[src/rtl/ppas_pkg.sv]
// Package for the polar phasor add/subtract block.
// Holds payload types, pipeline constants and the CORDIC arctangent table.
// No dependencies.
`default_nettype none
package ppas_pkg;

   localparam int unsigned CORDIC_STAGES = 16;
   localparam int unsigned GUARD         = 12;
   localparam int unsigned DW            = 36;  // rectangular datapath width
   localparam int unsigned ZW            = 34;  // angle accumulator width
   localparam logic [29:0] KINV_Q30      = 30'd652032874;
   // register stages from accept to the result strobe
   localparam int unsigned LAT           = 2 * CORDIC_STAGES + 6;
   // stages that carry the zero-vector flag
   localparam int unsigned ZLEN          = CORDIC_STAGES + 2;

   typedef struct packed {
      logic               func;
      logic        [15:0] a_amp;
      logic signed [15:0] a_phase;
      logic        [31:0] a_freq;
      logic        [15:0] b_amp;
      logic signed [15:0] b_phase;
      logic        [31:0] b_freq;
   } req_type;

   typedef struct packed {
      logic        [16:0] res_amp;
      logic signed [15:0] res_phase;
      logic        [31:0] res_freq;
      logic               freq_mismatch;
   } rsp_type;

   // arctangent of 2^-i as a 32-bit binary angle
   function automatic logic [31:0] atan_angle(input logic [4:0] i);
      logic [31:0] a;
      case (i)
         5'd0:    a = 32'd536870912;
         5'd1:    a = 32'd316933406;
         5'd2:    a = 32'd167458907;
         5'd3:    a = 32'd85004756;
         5'd4:    a = 32'd42667331;
         5'd5:    a = 32'd21354465;
         5'd6:    a = 32'd10679838;
         5'd7:    a = 32'd5340245;
         5'd8:    a = 32'd2670163;
         5'd9:    a = 32'd1335087;
         5'd10:   a = 32'd667544;
         5'd11:   a = 32'd333772;
         5'd12:   a = 32'd166886;
         5'd13:   a = 32'd83443;
         5'd14:   a = 32'd41722;
         5'd15:   a = 32'd20861;
         5'd16:   a = 32'd10430;
         5'd17:   a = 32'd5215;
         5'd18:   a = 32'd2608;
         5'd19:   a = 32'd1304;
         5'd20:   a = 32'd652;
         5'd21:   a = 32'd326;
         5'd22:   a = 32'd163;
         5'd23:   a = 32'd81;
         5'd24:   a = 32'd41;
         5'd25:   a = 32'd20;
         5'd26:   a = 32'd10;
         5'd27:   a = 32'd5;
         5'd28:   a = 32'd3;
         5'd29:   a = 32'd1;
         5'd30:   a = 32'd1;
         default: a = 32'd0;
      endcase
      return a;
   endfunction

endpackage
`default_nettype wire

[src/rtl/ppas_cell.sv]
// One CORDIC micro-rotation cell, rotation or vectoring mode.
// Uses ppas_pkg for widths and the arctangent table.
`default_nettype none
module ppas_cell #(
   parameter int unsigned IDX  = 0,
   parameter bit          VECT = 1'b0
) (
   input  wire logic                           clock,
   input  wire logic signed [ppas_pkg::DW-1:0] x_d,
   input  wire logic signed [ppas_pkg::DW-1:0] y_d,
   input  wire logic signed [ppas_pkg::ZW-1:0] z_d,
   output logic signed      [ppas_pkg::DW-1:0] x_q,
   output logic signed      [ppas_pkg::DW-1:0] y_q,
   output logic signed      [ppas_pkg::ZW-1:0] z_q
);

   logic signed [ppas_pkg::DW-1:0] dx, dy;
   logic signed [ppas_pkg::ZW-1:0] at;
   logic                           up, add;
   logic signed [ppas_pkg::DW-1:0] x_in, y_in;
   logic signed [ppas_pkg::ZW-1:0] z_in;
   logic signed [ppas_pkg::DW-1:0] x_ff, y_ff;
   logic signed [ppas_pkg::ZW-1:0] z_ff;

   // pick the turn direction and step the vector
   always_comb begin
      dx  = y_d >>> IDX;
      dy  = x_d >>> IDX;
      at  = signed'({2'b00, ppas_pkg::atan_angle(5'(IDX))});
      up  = VECT ? !y_d[ppas_pkg::DW-1] : !z_d[ppas_pkg::ZW-1];
      add = (VECT == up);
      if (add) begin
         x_in = x_d + dx;
         y_in = y_d - dy;
         z_in = z_d + at;
      end else begin
         x_in = x_d - dx;
         y_in = y_d + dy;
         z_in = z_d - at;
      end
   end

   always_ff @(posedge clock) begin
      x_ff <= x_in;
      y_ff <= y_in;
      z_ff <= z_in;
   end

   assign x_q = x_ff;
   assign y_q = y_ff;
   assign z_q = z_ff;

endmodule
`default_nettype wire

[config.mk]
export PLATFORM = sky130hd
export DESIGN_NAME = ppas_cell
export DESIGN_NICKNAME = d
export VERILOG_FILES = /design/src/rtl/ppas_pkg.sv /design/src/rtl/ppas_cell.sv
export SDC_FILE = /design/constraint.sdc
export NUM_CORES = 1
export LEC_CHECK = 0
export ABC_AREA = 0
export BUFFER_PORTS_ARGS = -buffer_cell sky130_fd_sc_hd__buf_4
export CORE_UTILIZATION = 55
export DETAILED_ROUTE_END_ITERATION = 10
export PLACE_DENSITY = 0.83
export SLEW_MARGIN = 20
export SYNTH_ARGS = -nofsm -noshare
export SYNTH_HDL_FRONTEND = slang
export SYNTH_SLANG_ARGS = --single-unit
[constraint.sdc]
create_clock -name clock -period 3.28 [get_ports clock]
set_input_delay 0.656 -clock clock [delete_from_list [all_inputs] [get_ports clock]]
set_output_delay 0.656 -clock clock [all_outputs]
set_load 0.01 [all_outputs]
Word-level counts from Yosys, hierarchy flattened
Cells that the tools add are included.
{ "op_classes": {"add_sub_neg": 5, "mux": 3} }
{ "ops": {"columns": ["cell", "count"], "rows": [
  ["$mux 36", 2],
  ["$sub 36x36->36", 2],
  ["$add 36x36->36", 1],
  ["$add 34x31->34 const B", 1],
  ["$mux 34", 1],
  ["$sub 34x31->34 const B", 1]
]} }
{ "word_totals": {"output_inout_bits": 106, "in_bits": 107, "reg_bits": 106, "word_cells": 11} }

Logic depth before layout (Yosys ltp)
{ "logic_depth": {"depth_word": 2, "mapped_depth": 12, "mapped_depth_nobuf": 11} }

Worst setup path before layout
No wires, ideal clock.
{ "synth_timing": {"path_kind": "in2reg", "startpoint": "input port x_d[4] in the netlist's numbering", "endpoint": "register y_ff, in the netlist y_q[35]", "setup_time_ps": 132, "arrival_time_ps": 2677, "path_slack_ps": 471, "required_ps": 3148, "cell_stages": 11, "cell_sequence": "inv_1 -> ha_1 -> buf_6 -> and3_4 -> a221o_1 -> o21ai_2 -> nand3_1 -> a222oi_1 -> a21boi_1 -> a21bo_1 -> xor2_1"} }
{ "synth_between": {"elab_chain_len": 2} }
{ "synth_lines": {"columns": ["item", "line", "rtl"], "rows": [
  ["from (decl)", "ppas_cell.sv:9", "input wire logic signed [ppas_pkg::DW-1:0] x_d,"],
  ["$add 36x36->36 / $sub 36x36->36 (equally long branches)", "ppas_cell.sv:38, ppas_cell.sv:34", null],
  ["$mux 36 *", "ppas_cell.sv:32", "if (add) begin"],
  ["named net y_in, one bit", "ppas_cell.sv:20", "logic signed [ppas_pkg::DW-1:0] x_in, y_in;"],
  ["to (signal assigned)", "ppas_cell.sv:45", "y_ff <= y_in;"],
  ["to (decl)", "ppas_cell.sv:22", "logic signed [ppas_pkg::DW-1:0] x_ff, y_ff;"]
]} }
Mark *: on every way through the listed nets, which the timed path passes. The rest lies on a longest branch.

Worst setup path in the final report
{ "layout_timing": {"startpoint": "input port x_d[0] in the netlist's numbering", "endpoint": "register y_ff, in the netlist y_q[34]"} }
Same word-level chain as after synthesis.

==> summary.md <==
| Metric | Value |
|---|---|
| Worst-case vdd ir drop | slightly below 300 uV |
| Power Dens Cells | approximately 420 nW/um^2 |
| Initial antenna violation count | 0 |
| Final hold slack | 0.3910 ns |
| CTS tree | built |
| Register bit total from synthesis | between 100 and 150 |
| Final #Nets | about 1600 |
| Hpwl dp | 25.02 mm |
| Hold path cells | 1 |
| Starting Density | around 56% |
| Clk root buf | clkbuf_16 |
| # IOs | roughly 210 |
| First-pass GRT wire length | approximately 48 mm |
| Worst setup margin | about 0.21 ns |
| DIE WIDTH | roughly 130 um |
| Cells after Synth | between 1000 and 1500 |
| Setup violations, final | 0 |
| Max Cap Viol | 0 |
| Ys async rst share | 0% |
| Outcome | complete, no violations |
| IO buf count | 212 |
| Clk sinks | about 110 |
| Design Power | between 4000 and 5000 uW |
| Xor/xnor share of the synthesized area | 6.703% |
| Starting DRT DRC Count | between 1000 and 1500 |
| Diode count | 0 |
| Pleak | a little under 0.006 uW |
| Area delta synth->final | 31.53% |
| Routed vias/inst | around 5.9 |
| Mux share of post-synthesis cell area | ~1.6% |
| Htree depth | 3 |
| Routed Antenna Nets | 0 |
| Pre-antenna DRT Iters | 5 |
| Avg Inst Size Synth | approximately 8.0 sq um |
| Hold EP | z_q[22]$_DFF_P_ |
| Hold Violations, Final | 0 |
| Clock Pin Slew Worst Setup and Hold Paths | approximately 0.07 ns |
| Synth warn | 0 |
| Worst slack, placed | -0.1054 ns |
| Pin count of the biggest net entering global routing | 39 |
| RSZ-0062 raised after global routing | false |
| Setup crit start | x_d[0] |
| CP Capture Type | flip-flop |
| Slew @ Worst Pin | 0.7285 ns |
| Worst EP required | around 3.5 ns |
| Rel. slew slack | about half |
| Ys flop type | dfxtp_1 |
| Die Y | 129.1 um |
| Data arrival, critical path | around 3.3 ns |
| HP Class | in -> reg |
| Core Box Area | 15830 sq um |
| Worst Setup Start Kind | input port |
| Vias | roughly 9600 |
| Grt ovf | 0 |
| Synth Area in Compound Gates | approximately 28% |
| EDFF count, synth | 0 |
| Vias in the first global route | just over 9000 |
| Netlist Area Pre-Place | just under 9000 sq um |
| Total die area | roughly 17000 sq um |
| Final slew viol count | 0 |
| DRC | 0 |
| Postcts setup bufs | 0 |
| CTS max path bufs | 2 |
| Simple-gate area share of the yosys netlist | approximately 16% |
| DR WL/cell | 19.00 um |
| Final period utilization | 93.47% |
| Wirelength, routed | approximately 30 mm |
| Largest family of logic cells by synthesized area | compound AO/OA/AOI/OAI gates |
| Worst min-delay path startpoint | z_d[22] |
| # rows | 46 |
| Tot GR Track Use | a little under two fifths |
| Crit path max fanout | 7 |
| Tmin final | 3.066 ns |
| Adder-Cell Fraction of Synth Area | between 15 and 20% |
| WS Path Type | in -> reg |
| Peak Freq | between 300 and 400 MHz |
| Seq/Total Area, Yosys | 23.66% |
| Synth cell types | 89 |
| Layout cells sized above 1 | between 20% and 30% |
| Gp weighted congestion | 0.9845 |
| Syn nets | approximately 1300 |
| CTS Buf Count | 9 |
-- cell type report --
| class | instances | area [sq um] |
|---|---|---|
| inverter | 111 | 416.7 |
| fill | 1278 | 4141 |
| clock buffer | 10 | 239.0 |
| timing repair buffer | 328 | 2462 |
| tap | 216 | 270.3 |
| multi-input combinational | 843 | 6146 |
| clock inverter | 6 | 50.05 |
| sequential | 105 | 2102 |
-- critical path: stages --
cell and delay [ns]:
buf_4 0.10, ha_1 0.18, inv_1 0.06, fa_1 0.41
o21bai_2 0.20, a211oi_2 0.11, o211ai_2 0.23, a41oi_4 0.22
a21oi_2 0.41, o211ai_2 0.18, nor4b_1 0.18, nor4_1 0.35
-- cells in the final DEF (no fill, tap or decap), types with 9 or more instances in the layout --
cell,n
a21oi_1,113
o21bai_1,15
clkbuf_16,9
nor3_1,18
nor4_1,10
nand3_1,26
xnor2_1,54
dfxtp_1,105
o21ai_1,10
ha_1,112
nand2b_1,13
nor2_1,90
a211oi_1,17
nand2_1,63
xor2_1,14
o21ai_0,46
mux2i_1,14
a21o_1,41
a31oi_1,9
buf_4,328
nand4_1,10
inv_1,106
o31ai_1,13
nor2b_1,11
-- power by group --
group	internal, uW	switching (uW)	leakage (uW)	total [uW]
clock network	548	557	0.000141	1110
logic	1020	1200	0.00474	2210
registers	1520	88.7	0.000886	1610
total	3080	1840	0.00577	4920
-- Yosys cell counts, types with 18 or more instances --
| cell | n | area, sq um |
|---|---|---|
| xnor2_1 | 54 | 473.0 |
| ha_1 | 112 | 1401 |
| dfxtp_1 | 105 | 2102 |
| o21ai_0 | 46 | 230.2 |
| nor3_1 | 18 | 90.09 |
| inv_1 | 106 | 397.9 |
| a21oi_1 | 113 | 565.5 |
| a21o_1 | 41 | 307.8 |
| nand3_1 | 26 | 130.1 |
| clkbuf_1 | 22 | 82.58 |
| nand2_1 | 63 | 236.5 |
| nor2_1 | 90 | 337.8 |
-- logic make-up (layout without fill, tap and decap cells) --
| logic type | count (synthesis) | in the layout |
|---|---|---|
| flip-flops | 105 | 105 |
| multiplexers | 14 | 14 |
| XOR/XNOR | 68 | 68 |
| adder cells (fa/ha/maj) | 116 | 116 |
| AND/OR/NAND/NOR | 285 | 285 |
| AO/OA/AOI/OAI | 360 | 360 |
| buffers and inverters | 161 | 455 |
-- worst max path at each step --
stage                      end  slack [ns]  cells past startpoint
2_1_floorplan  y_q[35]$_DFF_P_        0.47                     11
3_3_place_gp   x_q[28]$_DFF_P_       -0.01                     12
3_5_place_dp   y_q[34]$_DFF_P_       -0.11                     12
4_1_cts        y_q[34]$_DFF_P_        0.25                     12
5_1_grt        x_q[31]$_DFF_P_        0.04                     12
6_report       y_q[34]$_DFF_P_        0.21                     12
-- state kept, by name, summed over array words and instances, names as in the netlist --
signal  cells
x_q        36
y_q        35
z_q        34
-- routing by layer --
| layer | global-route usage, % | share of wire, % |
|---|---|---|
| met5 | 2.941 | 0.21 |
| met2 | 58.35 | 44 |
| met1 | 47.18 | 41 |
| met3 | 7.060 | 9.8 |
| met4 | 18.75 | 4.2 |
-- stage by stage --
stage / util (%) / TNS (ns) / cell area [sq um] / cells
floorplan: - / 0 / 8885 / 1109
global placement: 71.94 / -0.01288 / 11390 / 1603
detailed placement: 71.94 / -0.1466 / 11390 / 1603
CTS: 73.76 / 0 / 11670 / 1619
global route: 73.83 / 0 / 11690 / 1619
finish: 73.83 / 0 / 11690 / 1619
-- timing repair --
action / CTS / global route
setup endpoints to repair: 0 / 1
hold buffers: 0 / 0
resized for setup: 0 / 1
Power figures use the tool's default switching activity.
